<file path="src/design/edfc_pkg.sv">
package edfc_pkg;

  // Format constants
  localparam int unsigned ExtBias = 16383;
  localparam int unsigned DblBias = 1023;
  localparam logic [14:0] ExtExpMax = 15'h7fff;
  localparam logic [10:0] DblExpMax = 11'h7ff;
  localparam logic [14:0] BiasDiff = 15'(ExtBias - DblBias);
  // Smallest extended exponent that overflows a double: DblExpMax + BiasDiff
  localparam logic [14:0] ExtExpOvf = 15'(32'(DblExpMax) + (ExtBias - DblBias));
  localparam logic [63:0] TopBit = 64'h8000_0000_0000_0000;
  localparam logic [63:0] ExtQnan = 64'hc000_0000_0000_0000;
  localparam logic [62:0] DblInfMag = 63'h7ff0_0000_0000_0000;
  localparam logic [62:0] DblQnanMag = 63'h7ff8_0000_0000_0000;

  // Direction codes
  typedef enum logic {
    OP_EXT_TO_DBL = 1'b0,
    OP_DBL_TO_EXT = 1'b1
  } op_t;

  typedef struct packed {
    logic        operation;
    logic [63:0] ext_mantissa_in;
    logic [15:0] ext_sign_exp_in;
    logic [63:0] double_in;
  } in_t;

  typedef struct packed {
    logic [63:0] double_out;
    logic [63:0] ext_mantissa_out;
    logic [15:0] ext_sign_exp_out;
  } out_t;

endpackage

</file>
<file path="src/design/edfc_ext_to_dbl.sv">
module edfc_ext_to_dbl (
  input  logic [63:0] mantissa,
  input  logic [15:0] sign_exp,
  output logic [63:0] dbl
);

  logic        sign;
  logic [14:0] exp_ext;
  logic [14:0] exp_rebias;
  logic        nan_bits;

  assign sign       = sign_exp[15];
  assign exp_ext    = sign_exp[14:0];
  assign exp_rebias = exp_ext - edfc_pkg::BiasDiff;
  assign nan_bits   = |mantissa[62:61];

  // Classify the exponent and build the double
  always_comb begin
    if (exp_ext == edfc_pkg::ExtExpMax) begin
      dbl = {sign, nan_bits ? edfc_pkg::DblQnanMag : edfc_pkg::DblInfMag};
    end else if (exp_ext <= edfc_pkg::BiasDiff) begin
      // zero or underflow: flush to signed zero
      dbl = {sign, 63'd0};
    end else if (exp_ext >= edfc_pkg::ExtExpOvf) begin
      dbl = {sign, edfc_pkg::DblInfMag};
    end else begin
      // truncate the fraction
      dbl = {sign, exp_rebias[10:0], mantissa[62:11]};
    end
  end

endmodule

</file>
<file path="src/design/edfc_dbl_to_ext.sv">
module edfc_dbl_to_ext (
  input  logic [63:0] dbl,
  output logic [63:0] mantissa,
  output logic [15:0] sign_exp
);

  logic        sign;
  logic [10:0] exp_dbl;
  logic [51:0] frac;

  assign sign    = dbl[63];
  assign exp_dbl = dbl[62:52];
  assign frac    = dbl[51:0];

  // Classify the double and build the extended value
  always_comb begin
    if (dbl[62:0] == 63'd0) begin
      mantissa = 64'd0;
      sign_exp = {sign, 15'd0};
    end else if (exp_dbl == edfc_pkg::DblExpMax) begin
      mantissa = (frac == 52'd0) ? edfc_pkg::TopBit : edfc_pkg::ExtQnan;
      sign_exp = {sign, edfc_pkg::ExtExpMax};
    end else if (exp_dbl != 11'd0) begin
      // normal: explicit integer bit, rebiased exponent
      mantissa = {1'b1, frac, 11'd0};
      sign_exp = {sign, 15'(exp_dbl) + edfc_pkg::BiasDiff};
    end else begin
      // denormal: exponent stays zero
      mantissa = {1'b0, frac, 11'd0};
      sign_exp = {sign, 15'd0};
    end
  end

endmodule

</file>
<file path="src/design/extended_double_float_convert.sv">
// Converts one operand per transaction between x87 80-bit extended and
// IEEE double. in_data.operation picks the direction: extended to double
// fills double_out and zeroes the extended fields; double to extended fills
// ext_mantissa_out and ext_sign_exp_out and zeroes double_out.
// Both channels use valid/stall: a transaction moves on a rising edge with
// valid high and stall low.
// The input register loads at the accepting edge; the result register loads
// from it once the result register is empty or out_stall is low.
// Throughput: one transaction per cycle while out_stall is low; the
// conversion is a single pass of field rebias and selection between the two
// registers. When out_stall is high and the result register is full, it
// holds; the input register still fills if it is empty, and in_stall rises
// only once both stages hold a transaction.
// Reset (rst, synchronous, active high) empties both stages; out_valid is
// low in the cycle after reset.
module extended_double_float_convert (
  input  logic             clk,
  input  logic             rst,
  input  logic             in_valid,
  output logic             in_stall,
  input  edfc_pkg::in_t    in_data,
  output logic             out_valid,
  input  logic             out_stall,
  output edfc_pkg::out_t   out_data
);

  logic           s1_valid;
  edfc_pkg::in_t  s1_data;
  logic           s2_load;
  logic           s1_load;
  logic [63:0]    dbl_res;
  logic [63:0]    ext_mant_res;
  logic [15:0]    ext_se_res;
  edfc_pkg::out_t res_next;

  // Advance control
  assign s2_load  = s1_valid && (!out_valid || !out_stall);
  assign in_stall = s1_valid && !s2_load;
  assign s1_load  = in_valid && !in_stall;

  // Hold the accepted transaction
  always_ff @(posedge clk) begin
    if (rst) begin
      s1_valid <= 1'b0;
    end else if (s1_load) begin
      s1_valid <= 1'b1;
    end else if (s2_load) begin
      s1_valid <= 1'b0;
    end
    if (s1_load) begin
      s1_data <= in_data;
    end
  end

  edfc_ext_to_dbl u_ext_to_dbl (
    .mantissa (s1_data.ext_mantissa_in),
    .sign_exp (s1_data.ext_sign_exp_in),
    .dbl      (dbl_res)
  );

  edfc_dbl_to_ext u_dbl_to_ext (
    .dbl      (s1_data.double_in),
    .mantissa (ext_mant_res),
    .sign_exp (ext_se_res)
  );

  // Select the direction, zero the unused fields
  always_comb begin
    if (s1_data.operation == edfc_pkg::OP_DBL_TO_EXT) begin
      res_next.double_out       = 64'd0;
      res_next.ext_mantissa_out = ext_mant_res;
      res_next.ext_sign_exp_out = ext_se_res;
    end else begin
      res_next.double_out       = dbl_res;
      res_next.ext_mantissa_out = 64'd0;
      res_next.ext_sign_exp_out = 16'd0;
    end
  end

  // Result register
  always_ff @(posedge clk) begin
    if (rst) begin
      out_valid <= 1'b0;
    end else if (s2_load) begin
      out_valid <= 1'b1;
    end else if (!out_stall) begin
      out_valid <= 1'b0;
    end
    if (s2_load) begin
      out_data <= res_next;
    end
  end

  // Input stall only when both stages are occupied and the output is blocked
  a_stall_full: assert property (@(posedge clk) disable iff (rst)
    in_stall |-> (s1_valid && out_valid && out_stall))
    else $error("in_stall raised with a free stage");

  // An accepted transaction lands in the input register
  a_accept_fill: assert property (@(posedge clk) disable iff (rst)
    (in_valid && !in_stall) |=> s1_valid)
    else $error("accepted transaction lost");

  // A blocked input register keeps its transaction
  a_s1_hold: assert property (@(posedge clk) disable iff (rst)
    (s1_valid && !s2_load) |=> (s1_valid && $stable(s1_data)))
    else $error("input register dropped a waiting transaction");

  // Only one direction's fields carry data
  a_one_dir: assert property (@(posedge clk) disable iff (rst)
    (out_valid && (out_data.ext_sign_exp_out != 16'd0 ||
                   out_data.ext_mantissa_out != 64'd0)) |-> (out_data.double_out == 64'd0))
    else $error("both result directions populated");

  // Reset empties the result register
  a_reset_empty: assert property (@(posedge clk)
    $past(rst) |-> !out_valid)
    else $error("out_valid high after reset");

endmodule
</file>
<file path="config.mk">
export PLATFORM = sky130hd
export DESIGN_NAME = extended_double_float_convert
export DESIGN_NICKNAME = d
export VERILOG_FILES = /design/src/design/edfc_pkg.sv /design/src/design/edfc_ext_to_dbl.sv /design/src/design/edfc_dbl_to_ext.sv /design/src/design/extended_double_float_convert.sv
export SDC_FILE = /design/constraint.sdc
export NUM_CORES = 1
export LEC_CHECK = 0
export ABC_AREA = 1
export ABC_CLOCK_PERIOD_IN_PS = 15800
export BUFFER_PORTS_ARGS = -buffer_cell sky130_fd_sc_hd__buf_2
export CAP_MARGIN = 40
export CORE_MARGIN = 8
export CORE_UTILIZATION = 34
export DETAILED_ROUTE_END_ITERATION = 7
export PLACE_DENSITY_LB_ADDON = 0.12
export SLEW_MARGIN = 20
export SYNTH_ARGS = -nofsm -noshare
export SYNTH_HDL_FRONTEND = slang
export SYNTH_SLANG_ARGS = --single-unit
</file>
<file path="constraint.sdc">
create_clock -name clk -period 15.8 [get_ports clk]
set_clock_uncertainty 0.15 [all_clocks]
set_input_delay 3.16 -clock clk [delete_from_list [all_inputs] [get_ports clk]]
set_output_delay 3.16 -clock clk [all_outputs]
set_load 0.05 [all_outputs]
</file>
==> key figures, run 1 <==
Detailed routing
  • Final Routed Wirelength: roughly 22000 um
  • Via count: ~5500
  • Post-route DRC: 0
  • Average wire per standard cell: about 16 um
  • Vias per Instance: between 3 and 4
  • DR pass1 iterations: 4
  • Count of antenna-violating nets left after detailed routing: 0
  • Iteration-0 DRC Markers: 257

STA
  • Number of endpoints failing setup at the final stage: 0
  • Time the worst path needs with I/O delays and setup: between 7 and 8 ns
  • Count of pins over their slew limit: 0
  • Unrepaired setup endpoints after global routing: no
  • Share of the cycle needed by the critical path after routing: 0.448
  • Setup TNS: 0 ns
  • Relative max-transition margin: 0.476
  • Worst hold slack: 0.352 ns
  • Number of hold violations in the final report: 0
  • Fmax: approximately 0.14 GHz
  • Worst slew pin tran: 0.786 ns

Placement
  • Placer congestion estimate: about 0.74
  • Number of buffers added on ports: around 270
  • Hpwl dp: roughly 16000 um

Yosys
  • Syn Inst Count: between 600 and 700
  • Share of the synthesized netlist area taken by xor and xnor gates: 0
  • Area share of the largest cell type after synthesis: 0.813
  • Leading cell type by number of instances after synthesis: sky130_fd_sc_hd__edfxtp_1
  • Cell accounting for the most synthesized area: sky130_fd_sc_hd__edfxtp_1
  • Leading post-synthesis cells by cell area: sky130_fd_sc_hd__edfxtp_1 (81%), sky130_fd_sc_hd__nor2_1 (7.0%), sky130_fd_sc_hd__inv_1 (5.0%)
  • Mux share of post-synthesis cell area: 0
  • Post-synthesis share of cell area spent on full adders, half adders and majority gates: 0
  • Synthesis warning total: 0
  • Post-synthesis share of cell area spent on and, or, nand and nor gates: 0.0993
  • Share of flip-flops with an asynchronous set or reset: 0
  • FF+latch count, synth: 265
  • Top_reg_cell synth: sky130_fd_sc_hd__edfxtp_1
  • Proportion of synthesized chip area in sequential cells: 0.817
  • Distinct cell type count of the synthesized netlist: 24
  • Average cell area after synthesis: 14.1 um^2
  • Cell area after technology mapping: ~0.0097 mm^2
  • Number of enable flip-flop cells after synthesis: 263
  • Synth Area in Compound Gates: 0.00940
  • Main combinational cell family by area after synthesis: simple AND/OR/NAND/NOR gates
  • Most instantiated cells after synthesis: sky130_fd_sc_hd__edfxtp_1 (263), sky130_fd_sc_hd__nor2_1 (181), sky130_fd_sc_hd__inv_1 (130)

CTS
  • Root buf cell: sky130_fd_sc_hd__clkbuf_16
  • CTS hold repair buffers: 0
  • Clock input transition at the sequential cells of the worst setup and hold paths: 0.06 ns
  • Total CTS buffers: 29
  • Setup Buffers After CTS: 0
  • Resized cells post-CTS: 0
  • CTS tree: done
  • CTS sink count: roughly 270
  • Insertion delay to the later sink of the worst-skew pair: about 0.53 ns
  • Number of H-tree levels: 1
  • Max Buffers Root-to-Sink: 3

Layout
  • Inserted Diodes: 0
  • Fraction of final layout cells with drive strength greater than 1: 0.325
  • Area added between synthesis and finish: 27.1%
  • Filler Cells Inserted: approximately 2700
  • Number of nets in the layout: 1130

Setup path
  • Worst-path maximum fanout: 2
  • Required time of the critical path: 12.49 ns
  • Worst setup startpoint: out_stall
  • Worst flop-to-flop path endpoint: out_data[139]$_SDFFCE_PP0P_
  • Crit end category: output pin
  • Depth of the most critical reg-to-reg path: 5
  • Worst R2R Start: s1_valid$_SDFFE_PP0P_
  • Slack of the worst reg-to-reg path: about 13 ns
  • Crit path kind: input port to output pin
  • Worst Path Arrival: around 3.8 ns
  • End of the critical path: in_stall
  • Startpoint type of the worst setup path: input port

Min path
  • Worst hold path class: flop to flop

Floorplan
  • Die extent in x: between 150 and 200 um
  • Height of the die: between 150 and 200 um
  • Area enclosed by the die boundary: approximately 0.034 mm^2
  • Total core area: approximately 0.028 mm^2
  • Num rows: between 60 and 70
  • Number of primary I/O pins: 295
  • Starting utilization of the core area: 0.342

Power
  • Power Density: between 100 and 150 mW/mm^2
  • IR Drop Worst-Case VDD: between 0.07 and 0.08 mV
  • Lkg Pwr: 5.39 nW

Job
  • Max-cap viol count: 0

GRT
  • Number of global-route vias before repair: ~5700
  • Total gr overflow: 0
  • Number of antenna violations at the first check in global routing: 2
  • Total Routing Usage GR: 0.123
  • Wire length of the first global-routing pass: approximately 33000 um
  • Pin count of the biggest net entering global routing: slightly above 70

Outcome
  • Status: complete, no violations
-- registers in the layout, indices dropped and copies added, names as in the netlist --
name	cells
s1_valid	1
out_valid	1
s1_data	133
out_data	130
-- final cells by class --
| cell class | instances | area [um^2] | area share |
|---|---|---|---|
| repair buffers | 278 | 1450 | 0.117 |
| inverters | 131 | 497 | 0.0402 |
| multi-input cells | 276 | 1110 | 0.0897 |
| well taps | 384 | 480 | 0.0389 |
| flip-flops and latches | 265 | 7940 | 0.643 |
| clock inverters | 12 | 61.3 | 0.00496 |
| clock buffers | 41 | 821 | 0.0665 |
-- placed cells by master, fill, tap and decap left out, types with 2 or more instances in the layout --
| cell | instances |
|---|---|
| sky130_fd_sc_hd__clkinv_1 | 5 |
| sky130_fd_sc_hd__inv_6 | 2 |
| sky130_fd_sc_hd__edfxtp_1 | 263 |
| sky130_fd_sc_hd__buf_4 | 4 |
| sky130_fd_sc_hd__inv_1 | 129 |
| sky130_fd_sc_hd__buf_12 | 3 |
| sky130_fd_sc_hd__nand3_1 | 6 |
| sky130_fd_sc_hd__conb_1 | 11 |
| sky130_fd_sc_hd__o21ai_1 | 2 |
| sky130_fd_sc_hd__nor3_1 | 4 |
| sky130_fd_sc_hd__clkbuf_16 | 29 |
| sky130_fd_sc_hd__dfxtp_1 | 2 |
| sky130_fd_sc_hd__clkinv_2 | 6 |
| sky130_fd_sc_hd__nand2_1 | 50 |
| sky130_fd_sc_hd__clkbuf_8 | 5 |
| sky130_fd_sc_hd__a21oi_1 | 3 |
| sky130_fd_sc_hd__nand4_1 | 3 |
| sky130_fd_sc_hd__clkbuf_1 | 7 |
| sky130_fd_sc_hd__o21ai_0 | 9 |
| sky130_fd_sc_hd__buf_2 | 271 |
| sky130_fd_sc_hd__nor2_1 | 181 |
-- stage by stage --
stage	setup slack (ns)	std cells	power, mW	area, um^2	util
2_1_floorplan	5.55	699	0.942	9760	-
3_3_place_gp	8.74	1331	0.978	11400	0.402
3_5_place_dp	8.74	1333	0.980	11400	0.403
4_1_cts	8.74	1386	1.61	12300	0.434
5_1_grt	8.67	1387	1.65	12400	0.435
6_report	8.73	1387	1.58	12400	0.435
-- metal layers --
layer  GRT usage  share of wire  routed length [um]  vias to the layer above
met3      0.0330          0.072                1550                       49
li1            -              -                   -                     2815
met5           0         0.0010                  22                        -
met4      0.0483          0.034                 742                        4
met1       0.141           0.39                8490                     2511
met2       0.216           0.50               10800                      168
-- cell families after synthesis --
| kind of cell | after synthesis |
|---|---|
| AND/OR/NAND/NOR | 248 |
| other | 1 |
| buffers and inverters | 158 |
| flip-flops | 265 |
| AO/OA/AOI/OAI | 17 |
-- how the worst min path moves through the flow --
stage / from / to / slack (ns) / cells after the start
after floorplan: s1_valid$_SDFFE_PP0P_ / out_valid$_SDFFE_PP0P_ / 0.30 / 2
after global placement: s1_data[63]$_DFFE_PP_ / out_data[15]$_SDFFCE_PN0P_ / 0.34 / 2
after detailed placement: s1_data[63]$_DFFE_PP_ / out_data[15]$_SDFFCE_PN0P_ / 0.35 / 2
after CTS: s1_data[63]$_DFFE_PP_ / out_data[15]$_SDFFCE_PN0P_ / 0.35 / 2
after global routing: s1_data[63]$_DFFE_PP_ / out_data[15]$_SDFFCE_PN0P_ / 0.39 / 2
final: s1_data[63]$_DFFE_PP_ / out_data[15]$_SDFFCE_PN0P_ / 0.35 / 2
-- power by group --
| part | total, mW | switching (mW) | internal [mW] |
|---|---|---|---|
| clock | 0.618 | 0.259 | 0.359 |
| combinational | 0.135 | 0.103 | 0.0321 |
| sequential | 0.828 | 0.0124 | 0.816 |
-- worst max-delay path, stage by stage --
cell	delay, ns
sky130_fd_sc_hd__buf_2	0.12
sky130_fd_sc_hd__nand2_1	0.07
sky130_fd_sc_hd__nor2_1	0.13
sky130_fd_sc_hd__buf_2	0.29
Power figures use the tool's default switching activity.
==> run 2: changes to the inputs <==
--- a/config.mk
+++ b/config.mk
@@ -5,8 +5,8 @@
 export SDC_FILE = /design/constraint.sdc
 export NUM_CORES = 1
 export LEC_CHECK = 0
-export ABC_AREA = 1
-export ABC_CLOCK_PERIOD_IN_PS = 15800
+export ABC_AREA = 0
+export ABC_CLOCK_PERIOD_IN_PS = 6200
 export BUFFER_PORTS_ARGS = -buffer_cell sky130_fd_sc_hd__buf_2
 export CAP_MARGIN = 40
 export CORE_MARGIN = 8
==> constraint.sdc (replaced) <==
create_clock -name clk -period 6.2 [get_ports clk]
set_clock_uncertainty 0.15 [all_clocks]
set_input_delay 1.24 -clock clk [delete_from_list [all_inputs] [get_ports clk]]
set_output_delay 1.24 -clock clk [all_outputs]
set_load 0.05 [all_outputs]
==> run 2 against run 1 <==
Compared with the run above:
- critical path depth decreased by 1
- die area down 3.3%
- total power grew to 2.6 times the previous value
- sequential share of layout area rose by 2.4 points
- flip-flop and latch count unchanged
- highest routed layer is now met4
- utilization grew 0.58 points
- largest power group unchanged
==> key figures, run 2 <==
Floorplan
  • Height of the die: 182 um (-1.7%)
  • Total core area: 0.0270 mm^2 (-4.8%)
  • Area enclosed by the die boundary: 0.0331 mm^2 (-3.3%)
  • Number of primary I/O pins: 295 (unchanged)
  • Starting utilization of the core area: 0.346 (+0.00416)
  • Die extent in x: 182 um (-1.7%)
  • Num rows: 60 (-3.2%)

Detailed routing
  • Count of antenna-violating nets left after detailed routing: 0 (unchanged)
  • Post-route DRC: 0 (unchanged)
  • Average wire per standard cell: 19.1 um (+22%)
  • Via count: 5223 (-5.8%)
  • Vias per Instance: 4.63 (+16%)
  • Iteration-0 DRC Markers: 272 (+5.8%)
  • DR pass1 iterations: 4 (unchanged)
  • Final Routed Wirelength: 21600 um (-0.30%)

CTS
  • Clock input transition at the sequential cells of the worst setup and hold paths: 0.05 ns (about the same)
  • Max Buffers Root-to-Sink: 3 (unchanged)
  • Resized cells post-CTS: 0 (unchanged)
  • Number of H-tree levels: 1 (unchanged)
  • CTS hold repair buffers: 0 (unchanged)
  • CTS sink count: 265 (unchanged)
  • CTS tree: done
  • Root buf cell: sky130_fd_sc_hd__clkbuf_16
  • Insertion delay to the later sink of the worst-skew pair: 0.54 ns (about the same)
  • Setup Buffers After CTS: 0 (unchanged)
  • Total CTS buffers: 29 (unchanged)

Layout
  • Sequential cell area in the final layout: 0.00794 mm^2 (unchanged)
  • Register with the highest flop count: s1_data
  • Biggest regs: s1_data (133), out_data (130)
  • Area added between synthesis and finish: 27.2%
  • Max FFs per register: 133 (unchanged)
  • Post-Layout Cell Count: 1129 (-19%)
  • Combined area of the multi-input logic cells: 0.00123 mm^2 (+11%)
  • Filler Cells Inserted: 2454 (-9.2%)
  • Commonest non-fill, non-tap cell in the layout: sky130_fd_sc_hd__buf_2
  • Most frequent cells in the layout: sky130_fd_sc_hd__buf_2 (271), sky130_fd_sc_hd__edfxtp_1 (263), sky130_fd_sc_hd__and3_1 (103), sky130_fd_sc_hd__clkbuf_16 (29), sky130_fd_sc_hd__nor4_1 (17)
  • Fraction of final layout cells with drive strength greater than 1: 0.413 (+0.0882)
  • Number of nets in the layout: 914 (-19%)

Setup path
  • CP delay by family, top: buffers and inverters
  • Worst flop-to-flop path endpoint: out_data[116]$_SDFFCE_PP0P_
  • Top cell by count, worst path: sky130_fd_sc_hd__buf_2
  • Worst-path maximum fanout: 3 (+1)
  • Depth of the most critical reg-to-reg path: 2 (-3)
  • Slack of the worst reg-to-reg path: 4.01 ns (-9.31 ns)
  • Cells along the critical path: buf_2 > and3_1 > buf_2
  • Stages on the worst setup path: 3 (-1)
  • Worst setup startpoint: out_stall
  • Crit end category: output pin
  • Required time of the critical path: 4.81 ns (-7.68 ns)
  • Startpoint type of the worst setup path: input port
  • Worst R2R Start: s1_valid$_SDFFE_PP0P_
  • Critical-path cell with the highest stage delay: sky130_fd_sc_hd__buf_2
  • Worst Path Arrival: 1.91 ns (-1.85 ns)
  • Crit path largest cell delay: 0.29 ns (about the same)
  • Crit path kind: input port to output pin
  • Worst path bufs/invs: 2 (unchanged)

STA
  • Setup TNS: 0 ns (unchanged)
  • Number of endpoints failing setup at the final stage: 0 (unchanged)
  • Final worst setup slack: 2.90 ns (-5.82 ns)
  • Fmax: 0.303 GHz
  • Worst slew pin tran: 0.798 ns (+0.0124 ns)
  • Share of the cycle needed by the critical path after routing: 0.531
  • Relative max-transition margin: 0.465 (-0.0115)
  • Unrepaired setup endpoints after global routing: no
  • Worst hold slack: 0.358 ns (+0.00569 ns)
  • Count of pins over their slew limit: 0 (unchanged)
  • Time the worst path needs with I/O delays and setup: 3.30 ns
  • Number of hold violations in the final report: 0 (unchanged)

Min path
  • Worst hold endpoint: out_valid$_SDFFE_PP0P_
  • Worst hold path startpoint: s1_valid$_SDFFE_PP0P_
  • Number of cells on the worst hold path: 2 (unchanged)
  • Worst hold path class: flop to flop

Yosys
  • Main combinational cell family by area after synthesis: simple AND/OR/NAND/NOR gates
  • Cell area after technology mapping: 0.00936 mm^2 (-3.7%)
  • FF+latch count, synth: 265 (unchanged)
  • Post-synthesis share of cell area spent on full adders, half adders and majority gates: 0 (unchanged)
  • Proportion of synthesized chip area in sequential cells: 0.848 (+0.0310)
  • Top_reg_cell synth: sky130_fd_sc_hd__edfxtp_1
  • Share of flip-flops with an asynchronous set or reset: 0 (unchanged)
  • Post-synthesis share of cell area spent on and, or, nand and nor gates: 0.103 (+0.00363)
  • Leading cell type by number of instances after synthesis: sky130_fd_sc_hd__edfxtp_1
  • Leading post-synthesis cells by cell area: sky130_fd_sc_hd__edfxtp_1 (84%), sky130_fd_sc_hd__and3_1 (6.9%), sky130_fd_sc_hd__buf_4 (1.2%)
  • Synth Area in Compound Gates: 0.0220 (+0.0126)
  • Mux share of post-synthesis cell area: 0 (unchanged)
  • Syn Inst Count: 483 (-30%)
  • Number of enable flip-flop cells after synthesis: 263 (unchanged)
  • Most instantiated cells after synthesis: sky130_fd_sc_hd__edfxtp_1 (263), sky130_fd_sc_hd__and3_1 (103), sky130_fd_sc_hd__nor4_1 (17)
  • Cell accounting for the most synthesized area: sky130_fd_sc_hd__edfxtp_1
  • Synthesis warning total: 0 (unchanged)
  • Share of the synthesized netlist area taken by xor and xnor gates: 0 (unchanged)
  • Area share of the largest cell type after synthesis: 0.843 (+0.0308)
  • Distinct cell type count of the synthesized netlist: 30 (+25%)
  • Average cell area after synthesis: 19.4 um^2 (+37%)

GRT
  • Wire length of the first global-routing pass: 32500 um (about the same)
  • Number of global-route vias before repair: 5591 (-1.3%)
  • Number of antenna violations at the first check in global routing: 3 (+1)
  • Pin count of the biggest net entering global routing: 134 (+89%)
  • Total gr overflow: 0 (unchanged)
  • Total Routing Usage GR: 0.125 (+0.00233)

Placement
  • Number of buffers added on ports: 271 (unchanged)
  • Placer congestion estimate: 0.752 (+1.4%)
  • Setup slack at placement: 2.90 ns (-5.84 ns)
  • Hpwl dp: 14900 um (-4.3%)
  • Placed Cells: 1074 (-19%)

Outcome
  • Status: complete, no violations

Power
  • Power Density: 341 mW/mm^2 (+170%)
  • IR Drop Worst-Case VDD: 0.215 mV (+170%)
  • Lkg Pwr: 4.81 nW (-11%)

Job
  • Max-cap viol count: 0 (unchanged)
==> run 2: where the power goes <==
part	switching (mW)	total, mW	internal [mW]
Clock	0.657	1.59	0.928
Combinational	0.274	0.361	0.0876
Sequential	0.0330	2.12	2.08
Total	0.964	4.06	3.10
==> run 2: worst min-delay path, delay by kind of cell (launching register included) <==
family | cells | cell delay (ns)
compound gates | 1 | 0.05
flops | 1 | 0.35
simple gates | 1 | 0.07
==> run 2: kinds of logic (layout without fill, tap and decap cells) <==
| logic type | Yosys count | after routing |
|---|---|---|
| AOI/OAI and AO/OA | 23 | 23 |
| buffers and inverters | 39 | 330 |
| DFF | 265 | 265 |
| other | 1 | 15 |
| and+or+nand+nor | 155 | 155 |
==> run 2: layer usage <==
metal  vias up  part of all wire  global-route usage
li1       2456                 -                   -
met1      2530              0.39               0.145
met2       196              0.50               0.215
met3        41             0.075              0.0385
met4         0             0.033              0.0479
met5         -                 0                   0
==> run 2: cell type report <==
type	count	share of cell area
multi-input cells	189	0.103
flip-flops and latches	265	0.666
clock buffers	33	0.0622
diodes	4	0.000840
repair buffers	278	0.120
inverters	2	0.000630
clock inverters	17	0.0107
well taps	341	0.0358
==> run 2: how the worst max path moves through the flow <==
| stage | endpoint | slack (ns) |
|---|---|---|
| floorplan | s1_data[0]$_DFFE_PP_ | 0.45 |
| global route | in_stall | 2.88 |
| global placement | in_stall | 2.91 |
| finish | in_stall | 2.90 |
| detailed placement | in_stall | 2.90 |
| CTS | in_stall | 2.90 |
==> run 2: stage by stage <==
step | utilization | cell area (um^2) | total power, mW
global placement | 0.408 | 11000 | 2.51
finish | 0.441 | 11900 | 4.06
detailed placement | 0.408 | 11000 | 2.52
CTS | 0.440 | 11900 | 4.12
floorplan | - | 9410 | 2.41
global route | 0.441 | 11900 | 4.21
==> run 3: changes to the inputs <==
--- a/config.mk
+++ b/config.mk
@@ -6,7 +6,7 @@
 export NUM_CORES = 1
 export LEC_CHECK = 0
 export ABC_AREA = 0
-export ABC_CLOCK_PERIOD_IN_PS = 6200
+export ABC_CLOCK_PERIOD_IN_PS = 2640
 export BUFFER_PORTS_ARGS = -buffer_cell sky130_fd_sc_hd__buf_2
 export CAP_MARGIN = 40
 export CORE_MARGIN = 8
==> constraint.sdc (replaced) <==
create_clock -name clk -period 2.64 [get_ports clk]
set_clock_uncertainty 0.15 [all_clocks]
set_input_delay 0.528 -clock clk [delete_from_list [all_inputs] [get_ports clk]]
set_output_delay 0.528 -clock clk [all_outputs]
set_load 0.05 [all_outputs]
==> run 3 against run 2 <==
Compared with the run above:
- sequential share of layout area fell by 5.2 points
- routed wire length up 6.9%
- non-clock buffer count up 95
- first-iteration DRC count is 22% lower
- global-route usage rose by 0.90 points
- total power is 140% higher
- combinational power rose to 2.7 times the previous value
- register-to-register slack worse by 3.6 ns
- die area is the same
- hold slack got worse by 0.33 ns
- highest routed layer unchanged
==> key figures, run 3 (synthesized netlist as in run 2, its figures left out) <==
CTS
  • Max Buffers Root-to-Sink: 3 (unchanged)
  • Total CTS buffers: 29 (unchanged)
  • Number of H-tree levels: 1 (unchanged)
  • Setup Buffers After CTS: 0 (unchanged)
  • Root buf cell: sky130_fd_sc_hd__clkbuf_16
  • CTS tree: done
  • CTS sink count: 265 (unchanged)
  • Clock input transition at the sequential cells of the worst setup and hold paths: 0.06 ns (about the same)
  • Insertion delay to the later sink of the worst-skew pair: 0.54 ns (about the same)

STA
  • Fmax: roughly 0.46 GHz
  • Number of endpoints failing setup at the final stage: 0 (unchanged)
  • Worst hold slack: 0.0290 ns (-0.329 ns)
  • Share of the cycle needed by the critical path after routing: 0.832
  • Unrepaired setup endpoints after global routing: no
  • Time the worst path needs with I/O delays and setup: between 2 and 2.5 ns
  • Count of pins over their slew limit: 0 (unchanged)
  • Setup TNS: 0 ns (unchanged)
  • Worst slew pin tran: 0.795 ns (-0.00317 ns)
  • Relative max-transition margin: 0.467 (+0.00213)
  • Number of hold violations in the final report: 0 (unchanged)

Layout
  • Biggest regs: s1_data (133), out_data (130)
  • Number of nets in the layout: 1009 (+10%)
  • Share of the core filled with cells: 0.478 (+0.0370)
  • Final instance area: 0.0129 mm^2 (+8.4%)
  • Register with the highest flop count: s1_data
  • Filler Cells Inserted: 2359 (-3.9%)
  • Combined area of the multi-input logic cells: 0.00123 mm^2 (+0.41%)
  • Fraction of final layout cells with drive strength greater than 1: 0.379 (-0.0346)
  • Inserted Diodes: 0 (-4)
  • Commonest non-fill, non-tap cell in the layout: sky130_fd_sc_hd__buf_2
  • Area added between synthesis and finish: 37.9%
  • Max FFs per register: 133 (unchanged)
  • Most frequent cells in the layout: sky130_fd_sc_hd__buf_2 (271), sky130_fd_sc_hd__edfxtp_1 (263), sky130_fd_sc_hd__and3_1 (102), sky130_fd_sc_hd__dlygate4sd3_1 (91), sky130_fd_sc_hd__clkbuf_16 (29)
  • Sequential cell area in the final layout: 0.00794 mm^2 (about the same)

Min path
  • Worst hold path startpoint: in_data[53]
  • Worst hold path class: input port to flop
  • Number of cells on the worst hold path: 1 (-1)
  • Worst hold endpoint: s1_data[53]$_DFFE_PP_

GRT
  • Total Routing Usage GR: 0.134 (+0.00902)
  • Number of global-route vias before repair: 5959 (+6.6%)
  • Wire length of the first global-routing pass: 34800 um (+7.0%)
  • Pin count of the biggest net entering global routing: 74 (-45%)
  • Number of antenna violations at the first check in global routing: 0 (-3)
  • Total gr overflow: 0 (unchanged)

Detailed routing
  • Count of antenna-violating nets left after detailed routing: 0 (unchanged)
  • Final Routed Wirelength: 23100 um (+6.9%)
  • Vias per Instance: 4.55 (-1.6%)
  • Post-route DRC: 0 (unchanged)
  • DR pass1 iterations: 4 (unchanged)
  • Average wire per standard cell: 18.9 um (-1.4%)
  • Iteration-0 DRC Markers: 212 (-22%)
  • Via count: 5566 (+6.6%)

Setup path
  • Depth of the most critical reg-to-reg path: 4 (+2)
  • Crit end category: flop
  • Worst Path Arrival: 2.44 ns (+0.53 ns)
  • Worst R2R Start: s1_data[74]$_DFFE_PP_
  • Worst flop-to-flop path endpoint: out_data[104]$_SDFFCE_PP0P_
  • Crit path kind: flop to flop
  • Startpoint type of the worst setup path: flop
  • Slack of the worst reg-to-reg path: 0.44 ns (-3.57 ns)
  • Worst-path maximum fanout: 32 (+29)
  • Required time of the critical path: 2.88 ns (-1.93 ns)

Floorplan
  • Height of the die: 182 um (unchanged)
  • Area enclosed by the die boundary: 0.0331 mm^2 (unchanged)
  • Die extent in x: 182 um (unchanged)
  • Total core area: 0.0270 mm^2 (unchanged)
  • Number of primary I/O pins: 295 (unchanged)
  • Starting utilization of the core area: 0.346 (unchanged)
  • Num rows: 60 (unchanged)

Placement
  • Post-detailed-placement cell area: 0.0111 mm^2 (+0.89%)
  • Hpwl dp: 15800 um (+6.0%)
  • Number of buffers added on ports: 271 (unchanged)
  • Placer congestion estimate: 0.764 (+1.6%)

Power
  • Lkg Pwr: 5.23 nW (+8.7%)
  • IR Drop Worst-Case VDD: 0.429 mV (+99%)
  • Post-layout power: 9.72 mW (+140%)
  • Power Density: 753 mW/mm^2 (+120%)

Job
  • Max-cap viol count: 0 (unchanged)

Outcome
  • Status: complete, no violations
run 3: changes by cell type in the layout (fill, tap and decap cells not counted), sizes merged:
| cell | previous run | this run |
|---|---|---|
| clkinv | 14 | 15 |
| clkinvlp | 0 | 1 |
| clkbuf | 33 | 34 |
| buf | 278 | 282 |
| diode | 4 | 0 |
| dlygate4sd3 | 0 | 91 |
run 3: area by class of cell:
type | count | area share
repair buffers | 373 | 0.187
multi-input cells | 189 | 0.0956
flip-flops and latches | 265 | 0.615
clock inverters | 19 | 0.0113
inverters | 2 | 0.000581
well taps | 341 | 0.0330
clock buffers | 34 | 0.0576
run 3: where the power goes:
| group | total, mW | internal, mW | leakage [nW] | switching, mW |
|---|---|---|---|---|
| Combinational | 0.980 | 0.306 | 2.25 | 0.674 |
| Sequential | 4.97 | 4.89 | 2.53 | 0.0782 |
| Clock | 3.77 | 2.20 | 0.439 | 1.57 |
| Total | 9.72 | 7.40 | 5.23 | 2.32 |
run 3: routing by layer:
| metal | routed length (um) | GRT usage |
|---|---|---|
| met5 | 0 | 0 |
| met2 | 11600 | 0.237 |
| met1 | 9110 | 0.154 |
| met3 | 1690 | 0.0413 |
| met4 | 675 | 0.0426 |
run 3: metrics by stage:
stage          setup WS, ns  cells
4_1_cts               0.411   1223
6_report              0.444   1223
5_1_grt               0.316   1223
3_3_place_gp          0.374   1078
2_1_floorplan        -0.734    493
3_5_place_dp          0.423   1079
run 3: timing repair:
action | in CTS | in global routing
hold buffers | 91 | 0
setup endpoints to repair | 0 | 0
gates resized for setup | 0 | 0
endpoints found under the hold margin | 92 | 0
run 3: how the worst max path moves through the flow:
stage | from | to | depth (start not counted)
floorplan | out_stall | out_data[0]$_SDFFCE_PP0P_ | 1
global placement | s1_data[78]$_DFFE_PP_ | out_data[102]$_SDFFCE_PP0P_ | 4
detailed placement | s1_data[74]$_DFFE_PP_ | out_data[80]$_SDFFCE_PP0P_ | 4
CTS | s1_data[74]$_DFFE_PP_ | out_data[101]$_SDFFCE_PP0P_ | 4
global route | s1_data[74]$_DFFE_PP_ | out_data[101]$_SDFFCE_PP0P_ | 4
finish | s1_data[74]$_DFFE_PP_ | out_data[104]$_SDFFCE_PP0P_ | 4
run 3: worst max-delay path, cell delays in order, from the launching register on:
cell	delay (ns)
sky130_fd_sc_hd__edfxtp_1	0.44
sky130_fd_sc_hd__o41ai_2	0.45
sky130_fd_sc_hd__o31a_2	0.45
sky130_fd_sc_hd__buf_4	0.35
sky130_fd_sc_hd__and3_1	0.21
